File: config.mk
export PLATFORM = sky130hd
export DESIGN_NAME = button_click_long_press_detector_flat
export DESIGN_NICKNAME = d
export VERILOG_FILES = /design/src/bclp_pkg.sv /design/src/bclp_if.sv /design/src/bclp_core.sv /design/src/button_click_long_press_detector.sv /design/src/flat_wrapper.sv
export SDC_FILE = /design/constraint.sdc
export NUM_CORES = 1
export LEC_CHECK = 0
export BUFFER_PORTS_ARGS = -buffer_cell sky130_fd_sc_hd__buf_2
export CORE_ASPECT_RATIO = 1.5
export CORE_MARGIN = 1.5
export CORE_UTILIZATION = 59
export DETAILED_ROUTE_END_ITERATION = 12
export GPL_TIMING_DRIVEN = 0
export PLACE_DENSITY_LB_ADDON = 0.3
export SLEW_MARGIN = 20
export SYNTH_ARGS = -nofsm -noshare
export SYNTH_HDL_FRONTEND = slang
export SYNTH_SLANG_ARGS = --single-unit
File: constraint.sdc
create_clock -name clk_i -period 11.1 [get_ports clk_i]
set_input_delay 1.11 -clock clk_i [delete_from_list [all_inputs] [get_ports clk_i]]
set_output_delay 1.11 -clock clk_i [all_outputs]
set_load 0.05 [all_outputs]
File: src/bclp_pkg.sv
package bclp_pkg;

  localparam int unsigned TimeW     = 32;
  localparam int unsigned DebounceW = 8;
  localparam int unsigned ThreshW   = 16;
  localparam int unsigned ClicksW   = 8;
  localparam int unsigned CfgIdxW   = 2;
  localparam int unsigned CfgDataW  = 16;

  typedef enum logic [CfgIdxW-1:0] {
    CfgDebounceTime  = 2'd0,
    CfgClickTime     = 2'd1,
    CfgLongPressTime = 2'd2,
    CfgPressedLevel  = 2'd3
  } cfg_idx_e;

  localparam logic [DebounceW-1:0] DebounceRst  = 8'd50;
  localparam logic [ThreshW-1:0]   ClickRst     = 16'd150;
  localparam logic [ThreshW-1:0]   LongPressRst = 16'd1000;

  typedef enum logic [1:0] {
    StIdle = 2'd0,
    StDown = 2'd1,
    StUp   = 2'd2,
    StLong = 2'd3
  } state_e;

  typedef struct packed {
    logic [DebounceW-1:0] debounce_time;
    logic [ThreshW-1:0]   click_time;
    logic [ThreshW-1:0]   long_press_time;
    logic                 pressed_level;
  } config_t;

  typedef struct packed {
    logic               button_pressed;
    logic [ClicksW-1:0] click_count;
    logic               long_active;
    logic [TimeW-1:0]   start_time;
    logic               ev_transition;
    logic               ev_each_click;
    logic               ev_done_clicking;
    logic               ev_single_click;
    logic               ev_double_click;
    logic               ev_long_start;
    logic               ev_long_held;
    logic               ev_long_end;
  } result_t;

endpackage

File: src/bclp_if.sv
interface bclp_in_if;
  logic                         valid;
  logic                         ready;
  logic [bclp_pkg::TimeW-1:0]   now_ms;
  logic                         pin_level;

  modport source (output valid, output now_ms, output pin_level, input ready);
  modport sink   (input valid, input now_ms, input pin_level, output ready);
endinterface

interface bclp_out_if;
  logic                         valid;
  logic                         ready;
  logic                         button_pressed;
  logic [bclp_pkg::ClicksW-1:0] click_count;
  logic                         long_active;
  logic [bclp_pkg::TimeW-1:0]   start_time;
  logic                         ev_transition;
  logic                         ev_each_click;
  logic                         ev_done_clicking;
  logic                         ev_single_click;
  logic                         ev_double_click;
  logic                         ev_long_start;
  logic                         ev_long_held;
  logic                         ev_long_end;

  modport source (
    output valid, input ready,
    output button_pressed, output click_count, output long_active, output start_time,
    output ev_transition, output ev_each_click, output ev_done_clicking,
    output ev_single_click, output ev_double_click, output ev_long_start,
    output ev_long_held, output ev_long_end
  );
  modport sink (
    input valid, output ready,
    input button_pressed, input click_count, input long_active, input start_time,
    input ev_transition, input ev_each_click, input ev_done_clicking,
    input ev_single_click, input ev_double_click, input ev_long_start,
    input ev_long_held, input ev_long_end
  );
endinterface

File: src/bclp_core.sv
module bclp_core (
  input  logic                       clk_i,
  input  logic                       rst_ni,
  input  logic                       step_i,
  input  logic [bclp_pkg::TimeW-1:0] now_i,
  input  logic                       pin_i,
  input  bclp_pkg::config_t          cfg_i,
  output bclp_pkg::result_t          result_o
);

  bclp_pkg::state_e                 state_q, state_d;
  logic [bclp_pkg::ClicksW-1:0]     clicks_q, clicks_d;
  logic [bclp_pkg::TimeW-1:0]       first_q, first_d;
  logic [bclp_pkg::TimeW-1:0]       last_q, last_d;
  logic                             sample_q, sample_d;

  logic [bclp_pkg::TimeW-1:0] since;
  logic                       sampling;
  logic                       pressed;
  logic                       long_due;
  logic                       click_due;

  assign since     = now_i - last_q;
  assign sampling  = since >= {{(bclp_pkg::TimeW-bclp_pkg::DebounceW){1'b0}},
                               cfg_i.debounce_time};
  assign pressed   = pin_i == cfg_i.pressed_level;
  assign long_due  = since >= {{(bclp_pkg::TimeW-bclp_pkg::ThreshW){1'b0}},
                               cfg_i.long_press_time};
  assign click_due = since >= {{(bclp_pkg::TimeW-bclp_pkg::ThreshW){1'b0}},
                               cfg_i.click_time};

  // next state
  always_comb begin
    state_d = state_q;
    if (sampling) begin
      case (state_q)
        bclp_pkg::StIdle: if (pressed) state_d = bclp_pkg::StDown;
        bclp_pkg::StDown: begin
          if (!pressed) state_d = bclp_pkg::StUp;
          else if (long_due) state_d = bclp_pkg::StLong;
        end
        bclp_pkg::StUp: begin
          if (pressed) state_d = bclp_pkg::StDown;
          else if (click_due) state_d = bclp_pkg::StIdle;
        end
        bclp_pkg::StLong: if (!pressed) state_d = bclp_pkg::StIdle;
        default: state_d = bclp_pkg::StIdle;
      endcase
    end
  end

  // datapath and event flags
  always_comb begin
    clicks_d = clicks_q;
    first_d  = first_q;
    last_d   = last_q;
    sample_d = sample_q;
    result_o = '0;
    result_o.ev_long_held = state_q == bclp_pkg::StLong;
    if (sampling) begin
      sample_d = pressed;
      case (state_q)
        bclp_pkg::StIdle: begin
          if (pressed) begin
            first_d = now_i;
            last_d  = now_i;
            result_o.ev_transition = 1'b1;
          end
        end
        bclp_pkg::StDown: begin
          if (!pressed) begin
            clicks_d = clicks_q + bclp_pkg::ClicksW'(1);
            last_d   = now_i;
            result_o.ev_transition = 1'b1;
            result_o.ev_each_click = 1'b1;
          end else if (long_due) begin
            result_o.ev_long_start = 1'b1;
          end
        end
        bclp_pkg::StUp: begin
          if (pressed) begin
            last_d = now_i;
            result_o.ev_transition = 1'b1;
          end else if (click_due) begin
            result_o.ev_done_clicking = 1'b1;
            result_o.ev_single_click  = clicks_q == bclp_pkg::ClicksW'(1);
            result_o.ev_double_click  = clicks_q == bclp_pkg::ClicksW'(2);
            clicks_d = '0;
            first_d  = '0;
          end
        end
        bclp_pkg::StLong: begin
          if (!pressed) begin
            last_d   = now_i;
            clicks_d = '0;
            first_d  = '0;
            result_o.ev_transition = 1'b1;
            result_o.ev_long_end   = 1'b1;
          end
        end
        default: ;
      endcase
    end
    result_o.button_pressed = sample_d;
    result_o.click_count    = clicks_d;
    result_o.long_active    = state_d == bclp_pkg::StLong;
    result_o.start_time     = first_d;
  end

  always_ff @(posedge clk_i or negedge rst_ni) begin
    if (!rst_ni) begin
      state_q  <= bclp_pkg::StIdle;
      clicks_q <= '0;
      first_q  <= '0;
      last_q   <= '0;
      sample_q <= 1'b0;
    end else if (step_i) begin
      state_q  <= state_d;
      clicks_q <= clicks_d;
      first_q  <= first_d;
      last_q   <= last_d;
      sample_q <= sample_d;
    end
  end

endmodule

File: src/button_click_long_press_detector.sv
// Button click and long-press detector. Each poll (a millisecond timestamp and the raw
// pin level) yields one result with the debounced pressed flag, the click count, the
// long-pressed flag, the sequence start time and one pulse per event. Polls pass
// through an input register and a result register; a new poll is taken every cycle
// while the output side is ready. The state update for one poll is a single pass of
// subtract-and-compare logic in bclp_core. The user must write configuration registers
// through the plain write port while no poll is in flight; this is not enforced.
module button_click_long_press_detector (
  input  logic                          clk_i,
  input  logic                          rst_ni,
  input  logic                          cfg_we_i,
  input  logic [bclp_pkg::CfgIdxW-1:0]  cfg_idx_i,
  input  logic [bclp_pkg::CfgDataW-1:0] cfg_data_i,
  bclp_in_if.sink                       in_if,
  bclp_out_if.source                    out_if
);

  bclp_pkg::config_t          cfg_q;
  logic                       s1_valid_q;
  logic [bclp_pkg::TimeW-1:0] s1_now_q;
  logic                       s1_pin_q;
  logic                       out_valid_q;
  bclp_pkg::result_t          res_q;
  bclp_pkg::result_t          res_d;
  logic                       advance;

  always_ff @(posedge clk_i or negedge rst_ni) begin
    if (!rst_ni) begin
      cfg_q.debounce_time   <= bclp_pkg::DebounceRst;
      cfg_q.click_time      <= bclp_pkg::ClickRst;
      cfg_q.long_press_time <= bclp_pkg::LongPressRst;
      cfg_q.pressed_level   <= 1'b0;
    end else if (cfg_we_i) begin
      case (bclp_pkg::cfg_idx_e'(cfg_idx_i))
        bclp_pkg::CfgDebounceTime:  cfg_q.debounce_time <= cfg_data_i[bclp_pkg::DebounceW-1:0];
        bclp_pkg::CfgClickTime:     cfg_q.click_time <= cfg_data_i[bclp_pkg::ThreshW-1:0];
        bclp_pkg::CfgLongPressTime: cfg_q.long_press_time <= cfg_data_i[bclp_pkg::ThreshW-1:0];
        bclp_pkg::CfgPressedLevel:  cfg_q.pressed_level <= cfg_data_i[0];
        default: ;
      endcase
    end
  end

  // the poll in the input register moves on when the result register is free
  assign advance     = s1_valid_q && (!out_valid_q || out_if.ready);
  assign in_if.ready = !s1_valid_q || advance;

  always_ff @(posedge clk_i or negedge rst_ni) begin
    if (!rst_ni) begin
      s1_valid_q <= 1'b0;
    end else if (in_if.ready) begin
      s1_valid_q <= in_if.valid;
    end
  end

  always_ff @(posedge clk_i) begin
    if (in_if.valid && in_if.ready) begin
      s1_now_q <= in_if.now_ms;
      s1_pin_q <= in_if.pin_level;
    end
  end

  bclp_core u_core (
    .clk_i    (clk_i),
    .rst_ni   (rst_ni),
    .step_i   (advance),
    .now_i    (s1_now_q),
    .pin_i    (s1_pin_q),
    .cfg_i    (cfg_q),
    .result_o (res_d)
  );

  always_ff @(posedge clk_i or negedge rst_ni) begin
    if (!rst_ni) begin
      out_valid_q <= 1'b0;
    end else if (advance) begin
      out_valid_q <= 1'b1;
    end else if (out_if.ready) begin
      out_valid_q <= 1'b0;
    end
  end

  always_ff @(posedge clk_i) begin
    if (advance) begin
      res_q <= res_d;
    end
  end

  assign out_if.valid            = out_valid_q;
  assign out_if.button_pressed   = res_q.button_pressed;
  assign out_if.click_count      = res_q.click_count;
  assign out_if.long_active      = res_q.long_active;
  assign out_if.start_time       = res_q.start_time;
  assign out_if.ev_transition    = res_q.ev_transition;
  assign out_if.ev_each_click    = res_q.ev_each_click;
  assign out_if.ev_done_clicking = res_q.ev_done_clicking;
  assign out_if.ev_single_click  = res_q.ev_single_click;
  assign out_if.ev_double_click  = res_q.ev_double_click;
  assign out_if.ev_long_start    = res_q.ev_long_start;
  assign out_if.ev_long_held     = res_q.ev_long_held;
  assign out_if.ev_long_end      = res_q.ev_long_end;

endmodule
File: src/flat_wrapper.sv
// flat-port wrapper written by rule: the top's interface ports become plain ports
module button_click_long_press_detector_flat 
  (clk_i, rst_ni, cfg_we_i, cfg_idx_i, cfg_data_i, in_if_valid, in_if_now_ms, in_if_pin_level, in_if_ready, out_if_valid, out_if_ready, out_if_button_pressed, out_if_click_count, out_if_long_active, out_if_start_time, out_if_ev_transition, out_if_ev_each_click, out_if_ev_done_clicking, out_if_ev_single_click, out_if_ev_double_click, out_if_ev_long_start, out_if_ev_long_held, out_if_ev_long_end);
  bclp_in_if in_if_i ();
  bclp_out_if out_if_i ();
  input  logic clk_i;
  input  logic rst_ni;
  input  logic cfg_we_i;
  input  logic [bclp_pkg::CfgIdxW-1:0] cfg_idx_i;
  input  logic [bclp_pkg::CfgDataW-1:0] cfg_data_i;
  input wire logic [$bits(in_if_i.valid)-1:0] in_if_valid;
  input wire logic [$bits(in_if_i.now_ms)-1:0] in_if_now_ms;
  input wire logic [$bits(in_if_i.pin_level)-1:0] in_if_pin_level;
  output wire logic [$bits(in_if_i.ready)-1:0] in_if_ready;
  output wire logic [$bits(out_if_i.valid)-1:0] out_if_valid;
  input wire logic [$bits(out_if_i.ready)-1:0] out_if_ready;
  output wire logic [$bits(out_if_i.button_pressed)-1:0] out_if_button_pressed;
  output wire logic [$bits(out_if_i.click_count)-1:0] out_if_click_count;
  output wire logic [$bits(out_if_i.long_active)-1:0] out_if_long_active;
  output wire logic [$bits(out_if_i.start_time)-1:0] out_if_start_time;
  output wire logic [$bits(out_if_i.ev_transition)-1:0] out_if_ev_transition;
  output wire logic [$bits(out_if_i.ev_each_click)-1:0] out_if_ev_each_click;
  output wire logic [$bits(out_if_i.ev_done_clicking)-1:0] out_if_ev_done_clicking;
  output wire logic [$bits(out_if_i.ev_single_click)-1:0] out_if_ev_single_click;
  output wire logic [$bits(out_if_i.ev_double_click)-1:0] out_if_ev_double_click;
  output wire logic [$bits(out_if_i.ev_long_start)-1:0] out_if_ev_long_start;
  output wire logic [$bits(out_if_i.ev_long_held)-1:0] out_if_ev_long_held;
  output wire logic [$bits(out_if_i.ev_long_end)-1:0] out_if_ev_long_end;
  assign in_if_i.valid = in_if_valid;
  assign in_if_i.now_ms = in_if_now_ms;
  assign in_if_i.pin_level = in_if_pin_level;
  assign in_if_ready = in_if_i.ready;
  assign out_if_valid = out_if_i.valid;
  assign out_if_i.ready = out_if_ready;
  assign out_if_button_pressed = out_if_i.button_pressed;
  assign out_if_click_count = out_if_i.click_count;
  assign out_if_long_active = out_if_i.long_active;
  assign out_if_start_time = out_if_i.start_time;
  assign out_if_ev_transition = out_if_i.ev_transition;
  assign out_if_ev_each_click = out_if_i.ev_each_click;
  assign out_if_ev_done_clicking = out_if_i.ev_done_clicking;
  assign out_if_ev_single_click = out_if_i.ev_single_click;
  assign out_if_ev_double_click = out_if_i.ev_double_click;
  assign out_if_ev_long_start = out_if_i.ev_long_start;
  assign out_if_ev_long_held = out_if_i.ev_long_held;
  assign out_if_ev_long_end = out_if_i.ev_long_end;
  button_click_long_press_detector u_core (.clk_i(clk_i), .rst_ni(rst_ni), .cfg_we_i(cfg_we_i), .cfg_idx_i(cfg_idx_i), .cfg_data_i(cfg_data_i), .in_if(in_if_i), .out_if(out_if_i));
endmodule
==> run_results.csv <==
group,metric,value,unit
global_route,grt_overflow,0,
floorplan,die-area,21500,sq um
cells_and_area,nets,1483,
critical_path,r2r_cells,17,
synth,async_flop_share,0.587,
cells_and_area,syn_to_final_growth,13.6,%
clocking,cts_resized,0,
placed_design,place_area,13100,sq um
global_route,antenna_found_initial,0,
drt,wl_per_cell,20.2,um
critical_path,worst_path_max_delay_cell,"a211oi_1",
critical_path,critPathKind,"reg2reg",
global_route,grt_pass1_vias,10013,
placed_design,gp_congestion,1.01,
drt,totalWireLength,32900,um
sta,period_needed,5.53,ns
placed_design,dp.cells,1592,
synth,yosysSeqAreaShare,0.449,
power_and_ir_drop,power_density,300,nW/um^2
critical_path,timing.rr.end,"u_core.out_if.start_time[26]",
run,maxCapViolCount,0,
critical_path,cp-start-kind,"flop",
critical_path,slowest_delay,0.75,ns
power_and_ir_drop,p_leak,5.94,nW
synth,synth_top_area_cell,"dfrtp_1",
clocking,postCtsSetupRepairBufs,0,
floorplan,fp.dieH,179,um
sta,finalHoldViolations,0,
sta,clock.fmax,181,MHz
sta,tns,0,ns
clocking,htree_levels,1,
power_and_ir_drop,vdd_drop_max,0.187,mV
sta,tightest_slew,0.928,ns
sta,finalClockSkew,0.0141,ns
drt,via_count,10303,
clocking,numCtsBuffers,21,
sta,slew_headroom,0.380,
synth,ys_types,76,
clocking,clk_latency,0.52,ns
floorplan,initial_core_util,0.598,
sta,drv_slew,0,
cells_and_area,drive_above_1_share,0.192,
global_route,grt_pass1_wl,52000,um
floorplan,core,20300,sq um
floorplan,dieWidth,120,um
synth,ys.flop_type,"dfrtp_1",
drt,drt_iter0_markers,935,
worst_hold_path,min-delay-start,"u_core.u_core.last_q[14]",
floorplan,ios,108,
clocking,path_clk_slew,0.06,ns
clocking,cts-root-buf,"clkbuf_16",
synth,syn_nets,1350,
critical_path,cp_max_fo,10,
cells_and_area,n_antenna_cell,0,
synth,synth.top_cell.area_share,0.216,
sta,finalSetupViolCount,0,
sta,post-route-period-util,0.498,
critical_path,cp-end-kind,"flop",
drt,firstDrtPassIters,6,
drt,via_per_inst,6.32,
critical_path,reg2reg_from,"u_core.s1_now_q[0]",
placed_design,dp_hpwl,24000,um
run_status,status,"finished, final reports clean",
critical_path,rrSetupSlack,5.57,ns
drt,drc,0,
synth,synth_edf_count,83,
critical_path,cp_cell_sequence,"inv_1 > ha_1 > fa_1 > nand2b_1 > a21oi_1 > o21ai_0 > a211oi_1 > ha_1 > and4_1 > o2111ai_1 > o21ai_0 > a21oi_1 > nand4b_1 > o31ai_4 > buf_2 > o211ai_1 > o211ai_1",
synth,synthCells,1218,
synth,synth-seq-cells,201,
synth,avgSynthCellArea,9.98,sq um
synth,yosys-top-cells-count,"127 x inv_1, 105 x dfrtp_1, 102 x o211ai_1, 89 x o21ai_0, 86 x nand3_1",
critical_path,cp.arrival,5.83,ns
cells_and_area,fin_util,0.679,
critical_path,critical_path_required,11.41,ns
floorplan,rows,64,
cells_and_area,design_area,13800,sq um
cells_and_area,fillers,1659,
synth,synth.most_common_cell,"inv_1",
placed_design,io_buffers,107,
worst_hold_path,holdPathStages,1,
synth,syn_area,12200,sq um
worst_hold_path,hp-class,"reg2reg",
worst_hold_path,min_to,"u_core.u_core.last_q[14]",
synth,yosys-top-cells-area,"dfrtp_1 22%, edfxtp_1 21%, ha_1 7.7%",
clocking,clk_path_buf_depth,3,
synth,synth_warnings,0,
clocking,ctsHoldBuffers,0,
global_route,grt_max_degree,69,
global_route,grt_usage,0.308,
clocking,cts_tree,"done",
sta,rsz0062_at_grt,"false",
cells_and_area,finalNonFillerCells,1630,
drt,ant_nets,0,
clocking,cts_sinks,201,
-- how the worst max path moves through the flow --
stage                                  start                           end  slack [ns]  depth (start not counted)
after detailed placement  u_core.s1_now_q[0]  u_core.out_if.start_time[26]        5.66                         17
after CTS                 u_core.s1_now_q[0]  u_core.out_if.start_time[26]        5.64                         17
after global routing      u_core.s1_now_q[0]   u_core.out_if.start_time[5]        5.27                         17
after floorplan           u_core.s1_now_q[0]  u_core.out_if.click_count[4]        7.10                         18
after global placement    u_core.s1_now_q[0]  u_core.out_if.click_count[6]        5.74                         17
final                     u_core.s1_now_q[0]  u_core.out_if.start_time[26]        5.57                         17
-- routing by layer --
layer	vias up	wire length [um]	track usage
met5	-	0	0
met4	0	1600	0.148
met3	87	1720	0.0309
met2	410	16700	0.551
met1	5027	12800	0.369
li1	4779	-	-
-- final cells by class --
cell class | instances | area, sq um | share of cell area
buffer | 69 | 298 | 0.0216
tap | 264 | 330 | 0.0239
multi-input combinational | 821 | 5920 | 0.429
clock buffer | 26 | 564 | 0.0409
timing repair buffer | 110 | 617 | 0.0447
inverter | 127 | 477 | 0.0345
sequential | 201 | 5460 | 0.395
clock inverter | 12 | 140 | 0.0101
-- sequential cells by signal, indices dropped and copies added, names as in the netlist, 2 cells and up --
register / count
u_core.out_if.click_count: 8
u_core.out_if.start_time: 32
u_core.u_core.clicks_q: 8
u_core.u_core.state_q: 2
u_core.cfg_q: 41
u_core.s1_now_q: 32
u_core.u_core.first_q: 32
u_core.u_core.last_q: 32
-- cells in the final DEF (no fill, tap or decap), drive strengths merged, types with 21 or more instances in the layout --
master / synthesis / final
a21o: 24 / 24
a21oi: 55 / 55
ha: 75 / 75
inv: 127 / 128
edfxtp: 83 / 83
buf: 29 / 139
mux2: 67 / 67
nand2: 51 / 51
o211ai: 109 / 109
nor3: 21 / 21
clkbuf: 40 / 66
dfrtp: 105 / 105
nor2: 42 / 42
nand3: 86 / 86
o21ai: 101 / 101
-- cells by family after synthesis --
logic type               synth area share
flip-flops                          0.449
multiplexers                       0.0703
AND/OR/NAND/NOR                     0.125
adder cells (fa/ha/maj)            0.0789
AO/OA/AOI/OAI                       0.199
XOR/XNOR                           0.0144
buffers and inverters              0.0634
-- worst max-delay path: cells and delay by family (launching register included) --
kind	cells	cell delay, ns
fa+ha+maj	3	1.02
simple gates	3	0.72
flops	1	0.43
buf+inv	2	0.41
compound gates	9	2.74
-- metrics by stage --
step	worst slack, ns	total power [mW]	hold WS (ns)
floorplan	7.10	2.81	0.457
global placement	5.74	3.30	0.472
detailed placement	5.66	3.38	0.486
CTS	5.64	4.13	0.501
global route	5.27	4.44	0.514
finish	5.57	4.15	0.493
-- power breakdown --
part	leakage, nW	internal [mW]	switching (mW)
clock	0.340	0.431	0.298
sequential	2.14	1.04	0.139
combinational	3.46	0.826	1.41
Note: power is estimated with default switching activity, not from simulation.
